### config.mk
export PLATFORM = sky130hd
export DESIGN_NAME = ksrs_ctrl
export DESIGN_NICKNAME = d
export VERILOG_FILES = /design/src/ksrs_pkg.sv /design/src/ksrs_ctrl.sv
export SDC_FILE = /design/constraint.sdc
export NUM_CORES = 1
export LEC_CHECK = 0
export BUFFER_PORTS_ARGS = -buffer_cell sky130_fd_sc_hd__buf_2
export CAP_MARGIN = 10
export CORE_ASPECT_RATIO = 1.25
export CORE_MARGIN = 5
export CORE_UTILIZATION = 56
export CTS_BUF_LIST = sky130_fd_sc_hd__clkbuf_2
export DETAILED_ROUTE_END_ITERATION = 10
export GPL_TIMING_DRIVEN = 0
export PLACE_DENSITY = 0.85
export SLEW_MARGIN = 20
export SYNTH_ARGS = -nofsm -noshare
export SYNTH_HDL_FRONTEND = slang
export SYNTH_SLANG_ARGS = --single-unit
### constraint.sdc
create_clock -name clk -period 3.9 [get_ports clk]
set_input_delay 0.78 -clock clk [delete_from_list [all_inputs] [get_ports clk]]
set_output_delay 0.78 -clock clk [all_outputs]
set_load 0.01 [all_outputs]
### src/ksrs_pkg.sv
// ============================================================================
// ksrs_pkg: shared types and constants of the k-sparse recovery sketch
// Item structs, memory entry layout, opcode and status codes, control structs.
// ============================================================================
package ksrs_pkg;

    localparam int ROWS_DEF     = 5;
    localparam int SPARSITY_DEF = 101;

    // Fingerprint modulus, 2^30 > PRIME
    localparam int          PRIME_W = 30;
    localparam logic [29:0] PRIME   = 30'd1000000007;

    // Number of stored row masks; row r uses mask r mod MASKS
    localparam int MASKS = 5;

    // Configuration register indexes
    localparam int          CFG_IDX_W = 3;
    localparam logic [2:0]  CFG_ROW_LAST = 3'd4;
    localparam logic [2:0]  CFG_FPX   = 3'd5;
    localparam logic [2:0]  CFG_FPY   = 3'd6;

    // Request codes
    localparam logic REQ_UPDATE = 1'b0;
    localparam logic REQ_PROBE  = 1'b1;

    // Result status codes
    localparam logic [1:0] ST_EMPTY = 2'd0;
    localparam logic [1:0] ST_ONE   = 2'd1;
    localparam logic [1:0] ST_COLL  = 2'd2;

    // Multiplier operand selects
    localparam logic [1:0] MUL_KEY = 2'd0;
    localparam logic [1:0] MUL_WH  = 2'd1;
    localparam logic [1:0] MUL_WC  = 2'd2;
    localparam logic [1:0] MUL_CH  = 2'd3;

    // Divider operand selects
    localparam logic [2:0] DIV_H   = 3'd0;
    localparam logic [2:0] DIV_MUL = 3'd1;
    localparam logic [2:0] DIV_ROW = 3'd2;
    localparam logic [2:0] DIV_SUM = 3'd3;
    localparam logic [2:0] DIV_HQ  = 3'd4;

    typedef struct packed {
        logic               req_type;
        logic [29:0]        x;
        logic [29:0]        y;
        logic signed [15:0] weight;
        logic [2:0]         row;
        logic [7:0]         bucket;
    } in_item_t;

    typedef struct packed {
        logic [1:0]         status;
        logic signed [31:0] point_x;
        logic signed [31:0] point_y;
        logic signed [31:0] count;
    } out_item_t;

    typedef struct packed {
        logic [31:0] count;
        logic [63:0] x_sum;
        logic [63:0] y_sum;
        logic [29:0] x_fp;
        logic [29:0] y_fp;
    } entry_t;

    typedef struct packed {
        logic       load_in;
        logic       mul_go;
        logic [1:0] mul_sel;
        logic       key_ld;
        logic       div_go;
        logic [2:0] div_sel;
        logic       h_ld;
        logic       f_ld;
        logic       d_ld;
        logic       axis_clr;
        logic       axis_set;
        logic       row_init;
        logic       row_adv;
        logic       rd_row;
        logic       rd_probe;
        logic       mem_wr;
        logic       clr_step;
        logic       q_ld;
        logic       pt_ld;
        logic       out_ld;
        logic [1:0] out_status;
    } cmd_t;

    typedef struct packed {
        logic is_probe;
        logic oob;
        logic cnt_zero;
        logic div_busy;
        logic div_done;
        logic rem_nz;
        logic fp_match;
        logic axis;
        logic row_last;
        logic clr_last;
        logic out_busy;
    } sts_t;

endpackage

### src/ksrs_ctrl.sv
// ============================================================================
// ksrs_ctrl: sketch sequencer
// Steps the datapath through clearing, update and probe sequences.
// ============================================================================
module ksrs_ctrl (
    input  logic            clk,
    input  logic            rst_n,
    input  logic            in_valid,
    output logic            in_ready,
    input  logic            out_ready,
    input  ksrs_pkg::sts_t  sts,
    output ksrs_pkg::cmd_t  cmd
);

    localparam logic [4:0] S_CLR  = 5'd0;
    localparam logic [4:0] S_IDLE = 5'd1;
    localparam logic [4:0] S_DISP = 5'd2;
    localparam logic [4:0] U_KY   = 5'd3;
    localparam logic [4:0] U_HS   = 5'd4;
    localparam logic [4:0] U_HW   = 5'd5;
    localparam logic [4:0] U_WM   = 5'd6;
    localparam logic [4:0] U_WR   = 5'd7;
    localparam logic [4:0] U_FW   = 5'd8;
    localparam logic [4:0] U_DL   = 5'd9;
    localparam logic [4:0] U_RS   = 5'd10;
    localparam logic [4:0] U_RW   = 5'd11;
    localparam logic [4:0] U_RD   = 5'd12;
    localparam logic [4:0] P_RD   = 5'd13;
    localparam logic [4:0] P_DS   = 5'd14;
    localparam logic [4:0] P_DW   = 5'd15;
    localparam logic [4:0] P_HS   = 5'd16;
    localparam logic [4:0] P_HW   = 5'd17;
    localparam logic [4:0] P_CM   = 5'd18;
    localparam logic [4:0] P_CR   = 5'd19;
    localparam logic [4:0] P_CW   = 5'd20;
    localparam logic [4:0] P_OUT  = 5'd21;

    logic [4:0] state_reg;
    logic [4:0] state_next;
    logic [1:0] code_reg;
    logic [1:0] code_next;

    always_ff @(posedge clk or negedge rst_n)
    begin
        if (!rst_n)
        begin
            state_reg <= S_CLR;
            code_reg  <= ksrs_pkg::ST_EMPTY;
        end
        else
        begin
            state_reg <= state_next;
            code_reg  <= code_next;
        end
    end

    assign in_ready = (state_reg == S_IDLE);

    always_comb
    begin
        cmd        = '0;
        state_next = state_reg;
        code_next  = code_reg;
        case (state_reg)
            S_CLR:
            begin
                cmd.clr_step = 1'b1;
                if (sts.clr_last)
                begin
                    state_next = S_IDLE;
                end
            end
            S_IDLE:
            begin
                if (in_valid)
                begin
                    cmd.load_in = 1'b1;
                    state_next  = S_DISP;
                end
            end
            S_DISP:
            begin
                if (sts.is_probe)
                begin
                    if (sts.oob)
                    begin
                        code_next  = ksrs_pkg::ST_EMPTY;
                        state_next = P_OUT;
                    end
                    else
                    begin
                        cmd.rd_probe = 1'b1;
                        state_next   = P_RD;
                    end
                end
                else
                begin
                    cmd.mul_go  = 1'b1;
                    cmd.mul_sel = ksrs_pkg::MUL_KEY;
                    state_next  = U_KY;
                end
            end
            U_KY:
            begin
                cmd.key_ld   = 1'b1;
                cmd.axis_clr = 1'b1;
                state_next   = U_HS;
            end
            U_HS:
            begin
                cmd.div_go  = 1'b1;
                cmd.div_sel = ksrs_pkg::DIV_H;
                state_next  = U_HW;
            end
            U_HW:
            begin
                if (sts.div_done)
                begin
                    cmd.h_ld   = 1'b1;
                    state_next = U_WM;
                end
            end
            U_WM:
            begin
                cmd.mul_go  = 1'b1;
                cmd.mul_sel = ksrs_pkg::MUL_WH;
                state_next  = U_WR;
            end
            U_WR:
            begin
                cmd.div_go  = 1'b1;
                cmd.div_sel = ksrs_pkg::DIV_MUL;
                state_next  = U_FW;
            end
            U_FW:
            begin
                if (sts.div_done)
                begin
                    cmd.f_ld    = 1'b1;
                    cmd.mul_go  = 1'b1;
                    cmd.mul_sel = ksrs_pkg::MUL_WC;
                    state_next  = U_DL;
                end
            end
            U_DL:
            begin
                cmd.d_ld = 1'b1;
                if (sts.axis)
                begin
                    cmd.row_init = 1'b1;
                    state_next   = U_RS;
                end
                else
                begin
                    cmd.axis_set = 1'b1;
                    state_next   = U_HS;
                end
            end
            U_RS:
            begin
                cmd.div_go  = 1'b1;
                cmd.div_sel = ksrs_pkg::DIV_ROW;
                state_next  = U_RW;
            end
            U_RW:
            begin
                if (sts.div_done)
                begin
                    cmd.rd_row = 1'b1;
                    state_next = U_RD;
                end
            end
            U_RD:
            begin
                cmd.mem_wr = 1'b1;
                if (sts.row_last)
                begin
                    state_next = S_IDLE;
                end
                else
                begin
                    cmd.row_adv = 1'b1;
                    state_next  = U_RS;
                end
            end
            P_RD:
            begin
                cmd.axis_clr = 1'b1;
                if (sts.cnt_zero)
                begin
                    code_next  = ksrs_pkg::ST_EMPTY;
                    state_next = P_OUT;
                end
                else
                begin
                    state_next = P_DS;
                end
            end
            P_DS:
            begin
                cmd.div_go  = 1'b1;
                cmd.div_sel = ksrs_pkg::DIV_SUM;
                state_next  = P_DW;
            end
            P_DW:
            begin
                if (sts.div_done)
                begin
                    if (sts.rem_nz)
                    begin
                        code_next  = ksrs_pkg::ST_COLL;
                        state_next = P_OUT;
                    end
                    else
                    begin
                        cmd.q_ld   = 1'b1;
                        state_next = P_HS;
                    end
                end
            end
            P_HS:
            begin
                cmd.div_go  = 1'b1;
                cmd.div_sel = ksrs_pkg::DIV_HQ;
                state_next  = P_HW;
            end
            P_HW:
            begin
                if (sts.div_done)
                begin
                    cmd.h_ld   = 1'b1;
                    state_next = P_CM;
                end
            end
            P_CM:
            begin
                cmd.mul_go  = 1'b1;
                cmd.mul_sel = ksrs_pkg::MUL_CH;
                state_next  = P_CR;
            end
            P_CR:
            begin
                cmd.div_go  = 1'b1;
                cmd.div_sel = ksrs_pkg::DIV_MUL;
                state_next  = P_CW;
            end
            P_CW:
            begin
                if (sts.div_done)
                begin
                    if (!sts.fp_match)
                    begin
                        code_next  = ksrs_pkg::ST_COLL;
                        state_next = P_OUT;
                    end
                    else
                    begin
                        cmd.pt_ld = 1'b1;
                        if (sts.axis)
                        begin
                            code_next  = ksrs_pkg::ST_ONE;
                            state_next = P_OUT;
                        end
                        else
                        begin
                            cmd.axis_set = 1'b1;
                            state_next   = P_DS;
                        end
                    end
                end
            end
            P_OUT:
            begin
                // hold until the result register is free
                if (!sts.out_busy || out_ready)
                begin
                    cmd.out_ld     = 1'b1;
                    cmd.out_status = code_reg;
                    state_next     = S_IDLE;
                end
            end
            default:
            begin
                state_next = S_IDLE;
            end
        endcase
    end

endmodule

Word level (Yosys, flattened, before mapping)
Index checks and enable logic that the tools add are counted.
{ "op_classes": {"n_addsub": 0, "eq_ne": 35, "n_reduce_logical": 9, "n_mux": 61, "n_lt_le_gt_ge": 0, "shifts": 0, "div": 0, "bitwise": 0, "mul": 0} }
{ "op_table": {"columns": ["op", "n"], "rows": [
  ["5-bit case mux with 22 select lines", 1],
  ["5-bit two-way mux", 14],
  ["5-bit by 4-bit equality test with 1-bit output (second input constant)", 8],
  ["5-bit equality test (second input constant)", 6],
  ["1-bit two-way mux", 27],
  ["2-bit != test (second input constant)", 13],
  ["5-bit by 3-bit equality test with 1-bit output (second input constant)", 4],
  ["4-bit case mux with 5 select lines", 1],
  ["2-bit two-way mux", 8],
  ["3-bit two-way mux", 5],
  ["3-bit case mux with 4 select lines", 1],
  ["5-bit by 2-bit equality test with 1-bit output (second input constant)", 2],
  ["9-bit AND reduction", 1],
  ["4-bit two-way mux", 2],
  ["2-bit case mux with 4 select lines", 1],
  ["8-bit AND reduction", 1],
  ["2-bit OR reduction", 3],
  ["5-bit by 1-bit equality test with 1-bit output (second input constant)", 1],
  ["5-bit zero test", 1],
  ["4-bit nonzero test", 1],
  ["3-bit != test (second input constant)", 1],
  ["1-bit case mux with 2 select lines", 1],
  ["1-bit zero test", 1],
  ["1-bit logical OR", 1]
]} }
{ "totals": {"out_inout_bits": 26, "n_memories": 0, "inputBits": 15, "elab_cells": 107, "ff_bits": 7, "ram_bits": 0, "rom_bits": 0, "latchBits": 0} }

Logic depth before layout (Yosys ltp)
{ "depth": {"ltp_word": 4, "depth_mapped": 8} }

Worst setup path before layout
Ideal clock, no wire load.
{ "synth_path": {"path_type": "reg2out", "start": "register state_reg[3]", "end": "output port cmd[23] in the netlist's numbering", "path_buffers": 3, "arrival_ns": 1.559, "required_ns": 3.120, "stages_incl_launch_ff": 8, "setup_slack_ns": 1.561, "cell_sequence": "dfrtp_1 > buf_6 > buf_2 > buf_2 > nor2_1 > a22oi_1 > or2_2 > a21oi_1"} }
{ "synth_lines": {"columns": ["element", "line", "text"], "rows": [
  ["start, declared", "ksrs_ctrl.sv:38", "logic [4:0] state_reg;"],
  ["start signal, assigned", "ksrs_ctrl.sv:52", "state_reg <= state_next;"],
  ["end, declared", "ksrs_ctrl.sv:12", "output ksrs_pkg::cmd_t cmd"]
]} }

==> flow_summary.html <==
<table>
<tr><th>Metric</th><th>Value</th></tr>
<tr><th colspan="2">Setup path</th></tr>
<tr><td>Cells along the critical path</td><td>buf_6, buf_2, nor2b_1, a22oi_1, or2_2, a21oi_1, buf_2</td></tr>
<tr><td>Startpoint type of the worst setup path</td><td>register</td></tr>
<tr><td>Critical path data arrival time</td><td>2.06 ns</td></tr>
<tr><td>Number of buffer and inverter stages on the critical path</td><td>3</td></tr>
<tr><td>R2R Path Start</td><td>state_reg[3]$_DFFE_PN0P_</td></tr>
<tr><td>Critical Path Most Common Cell</td><td>buf_2</td></tr>
<tr><td>Critical path start-end classification</td><td>register to primary output</td></tr>
<tr><td>Largest fanout on the critical path</td><td>10</td></tr>
<tr><td>Cell with the largest stage delay on the worst path</td><td>dfrtp_1</td></tr>
<tr><td>Cell class contributing the biggest share of worst-path delay</td><td>simple AND/OR/NAND/NOR gates</td></tr>
<tr><td>Reg2reg path depth</td><td>7</td></tr>
<tr><td>Kind of end point of the critical path</td><td>primary output</td></tr>
<tr><td>Setup slack of the worst register-to-register path</td><td>1.72 ns</td></tr>
<tr><td>Crit path required time</td><td>3.12 ns</td></tr>
<tr><td>End of the worst register-to-register path</td><td>code_reg[1]$_DFFE_PN0P_</td></tr>
<tr><td>Slowest cell delay on critical path</td><td>0.40 ns</td></tr>
<tr><th colspan="2">Floorplanning</th></tr>
<tr><td>Full die area</td><td>3180 um2</td></tr>
<tr><td>Ports</td><td>41</td></tr>
<tr><td>Area of the core</td><td>2000 um2</td></tr>
<tr><td>Row count</td><td>18</td></tr>
<tr><td>Initial Util</td><td>59.9%</td></tr>
<tr><td>DIE WIDTH</td><td>51.4 um</td></tr>
<tr><td>Die height</td><td>61.8 um</td></tr>
<tr><th colspan="2">Clock network</th></tr>
<tr><td>H-tree levels</td><td>1</td></tr>
<tr><td>Post-CTS clock slew at the launch and capture registers of the worst setup and hold paths</td><td>0.09 ns</td></tr>
<tr><td>CTS tree</td><td>yes</td></tr>
<tr><td>Buffer count from post-CTS setup fixing</td><td>0</td></tr>
<tr><td>Hold buffers post-CTS</td><td>0</td></tr>
<tr><td>Source-to-sink clock delay at the later pin of the worst-skew pair</td><td>0.23 ns</td></tr>
<tr><td>Cells resized by post-CTS repair</td><td>0</td></tr>
<tr><td>CTS sink cnt</td><td>7</td></tr>
<tr><td>TritonCTS buffer count</td><td>3</td></tr>
<tr><td>Root Buffer Master</td><td>clkbuf_2</td></tr>
<tr><td>Max Buffers Root-to-Sink</td><td>2</td></tr>
<tr><th colspan="2">Synthesis</th></tr>
<tr><td>FFs w/ async S/R, synth</td><td>100%</td></tr>
<tr><td>Flip-flop and latch count after synthesis</td><td>7</td></tr>
<tr><td>Synth warn</td><td>0</td></tr>
<tr><td>Main synth FF type</td><td>dfrtp_1</td></tr>
<tr><td>Top-area cell type share of the netlist area</td><td>14.6%</td></tr>
<tr><td>Area leader, netlist</td><td>dfrtp_1</td></tr>
<tr><td>Most instantiated library cell after synthesis</td><td>nor2_1</td></tr>
<tr><td>Syn Inst Count</td><td>163</td></tr>
<tr><td>Average cell area after synthesis</td><td>7.37 um2</td></tr>
<tr><td>Post-synth design cell area</td><td>1200 um2</td></tr>
<tr><td>Synthesized Nets</td><td>178</td></tr>
<tr><td>Most used standard cells in the synthesized netlist</td><td>nor2_1, a21oi_1, nand2_1, nor3_1, o21ai_0</td></tr>
<tr><td>Share of synthesized area occupied by flip-flops and latches</td><td>14.6%</td></tr>
<tr><td>Distinct cells, synth</td><td>52</td></tr>
<tr><td>Synth top area cells</td><td>dfrtp_1, buf_6, nor2_1</td></tr>
<tr><td>Count of flip-flops with a built-in enable after synthesis</td><td>0</td></tr>
<tr><th colspan="2">STA</th></tr>
<tr><td>Post-Route Skew</td><td>0.0114 ns</td></tr>
<tr><td>Final min period</td><td>2.84 ns</td></tr>
<tr><td>Max-slew headroom</td><td>64.7%</td></tr>
<tr><td>Transition time at the pin with the least slew margin</td><td>0.522 ns</td></tr>
<tr><td>Number of pins with negative max-slew slack in the final report</td><td>0</td></tr>
<tr><td>Final critical-path share of the clock period</td><td>72.8%</td></tr>
<tr><td>Setup repair after global routing missed its margin</td><td>false</td></tr>
<tr><td>Sum Neg Setup Slack</td><td>0 ns</td></tr>
<tr><td>Final hold viol count</td><td>0</td></tr>
<tr><td>Total of endpoints with negative setup slack in the final report</td><td>0</td></tr>
<tr><td>Max Freq</td><td>352 MHz</td></tr>
<tr><th colspan="2">Final layout</th></tr>
<tr><td>Nets@finish</td><td>222</td></tr>
<tr><td>Number of flip-flops in the largest register</td><td>5</td></tr>
<tr><td>Core Util, Final</td><td>71.9%</td></tr>
<tr><td>Number of antenna repair diodes</td><td>0</td></tr>
<tr><td>Fraction of layout cells with a size suffix above 1</td><td>33.0%</td></tr>
<tr><td>Synthesis-to-layout area growth</td><td>20.0%</td></tr>
<tr><th colspan="2">Route</th></tr>
<tr><td>Router iterations before antenna repair</td><td>4</td></tr>
<tr><td>Number of remaining DRC errors</td><td>0</td></tr>
<tr><td>Vias per Instance</td><td>6.46</td></tr>
<tr><td>DRT iter0 DRCs</td><td>73</td></tr>
<tr><td>Wirelength, routed</td><td>3.88 mm</td></tr>
<tr><td>Count of antenna-violating nets left after detailed routing</td><td>0</td></tr>
<tr><td>Post-detailed-route wirelength per cell</td><td>17.2 um</td></tr>
<tr><td>Vias</td><td>1461</td></tr>
<tr><th colspan="2">Global route</th></tr>
<tr><td>Vias in the first global route</td><td>1374</td></tr>
<tr><td>Total congestion overflow after global routing</td><td>0</td></tr>
<tr><td>GR Util All Layers</td><td>25.7%</td></tr>
<tr><td>Largest net degree at the start of global routing</td><td>11</td></tr>
<tr><td>First-pass GRT wire length</td><td>6.21 mm</td></tr>
<tr><td>Initial antenna violation count</td><td>0</td></tr>
<tr><th colspan="2">Power</th></tr>
<tr><td>Power density over the cells</td><td>790 nW/um2</td></tr>
<tr><td>Leakage power total</td><td>0.703 nW</td></tr>
<tr><td>Total Power</td><td>1.14 mW</td></tr>
<tr><td>Maximum vdd ir drop</td><td>0.486 mV</td></tr>
<tr><th colspan="2">Placement</th></tr>
<tr><td>HPWL after detailed placement</td><td>3.00 mm</td></tr>
<tr><td>Count of buffers inserted at the top-level ports</td><td>39</td></tr>
<tr><td>Final weighted congestion in routability-driven placement</td><td>0.920</td></tr>
<tr><th colspan="2">Flow run</th></tr>
<tr><td>Number of maximum-capacitance constraint violations</td><td>0</td></tr>
<tr><th colspan="2">Min path</th></tr>
<tr><td>Min-Delay Path Class</td><td>input port to async pin</td></tr>
<tr><th colspan="2">Run status</th></tr>
<tr><td>Result of the run</td><td>completed</td></tr>
</table>
[how the worst max path moves through the flow]
| stage | start | end | slack [ns] | cells past startpoint |
|---|---|---|---|---|
| floorplan | state_reg[3]$_DFFE_PN0P_ | cmd[23] | 1.56 | 7 |
| CTS | state_reg[1]$_DFFE_PN0P_ | cmd[23] | 1.10 | 9 |
| global placement | sts[6] | cmd[23] | 1.24 | 6 |
| detailed placement | sts[6] | cmd[23] | 1.25 | 6 |
| finish | state_reg[3]$_DFFE_PN0P_ | cmd[23] | 1.06 | 7 |
| global route | state_reg[1]$_DFFE_PN0P_ | cmd[23] | 0.89 | 9 |
[placed cells by master (no fill, tap or decap), types with 2 or more instances in the layout]
cell type | Yosys | layout
buf_2 | 5 | 44
nor2_1 | 15 | 15
nor3_1 | 10 | 10
nand2_1 | 10 | 10
a21oi_1 | 10 | 10
o21ai_0 | 10 | 10
nand2b_1 | 8 | 8
nor2b_1 | 8 | 8
and3_1 | 7 | 7
inv_1 | 7 | 7
dfrtp_1 | 7 | 7
and2_1 | 6 | 6
buf_6 | 5 | 5
nor4_1 | 4 | 4
a31oi_1 | 4 | 4
clkbuf_2 | 0 | 4
o32ai_1 | 3 | 3
clkbuf_1 | 2 | 2
xor2_1 | 2 | 2
o31ai_1 | 2 | 2
nor4b_1 | 2 | 2
a211oi_1 | 2 | 2
mux2_2 | 2 | 2
a41oi_1 | 2 | 2
mux2_1 | 2 | 2
[report_power, final]
part / leakage, nW / switching (mW) / internal, mW / total (mW)
registers: 0.0890 / 0.0355 / 0.108 / 0.143
logic: 0.597 / 0.542 / 0.399 / 0.941
clock network: 0.0166 / 0.0277 / 0.0273 / 0.0550
[final cells by class]
cell class                 count  area [um2]
timing repair buffer          39         195
sequential                     7         175
clock buffer                   4        20.0
tap                           20        25.0
buffer                        14         111
multi-input combinational    135         888
inverter                       7        26.3
fill                         168         563
[per-stage QoR]
step	cells	instance area (um2)	setup slack (ns)	hold slack, ns
4_1_cts	226	1440	1.10	0.352
2_1_floorplan	163	1200	1.56	0.483
3_5_place_dp	222	1420	1.25	0.542
3_3_place_gp	222	1420	1.24	0.532
6_report	226	1440	1.06	0.360
5_1_grt	226	1440	0.890	0.352
[kinds of logic (layout without fill, tap and decap cells)]
family,count (synthesis),count (layout),share of synthesized area [%]
buffers and inverters,21,64,11.5
AND/OR/NAND/NOR,84,84,41.6
AO/OA/AOI/OAI,43,43,25.6
flip-flops,7,7,14.6
XOR/XNOR,3,3,2.19
multiplexers,5,5,4.58
[metal layers]
layer	wire [um]	track usage (%)	part of all wire, %	vias to the layer above
met3	312	4.77	8.0	17
met4	158	16.1	4.1	0
met2	1870	44.0	48	85
met1	1540	29.7	40	678
met5	0	0	0	-
li1	-	-	-	681
Power figures use the tool's default switching activity.
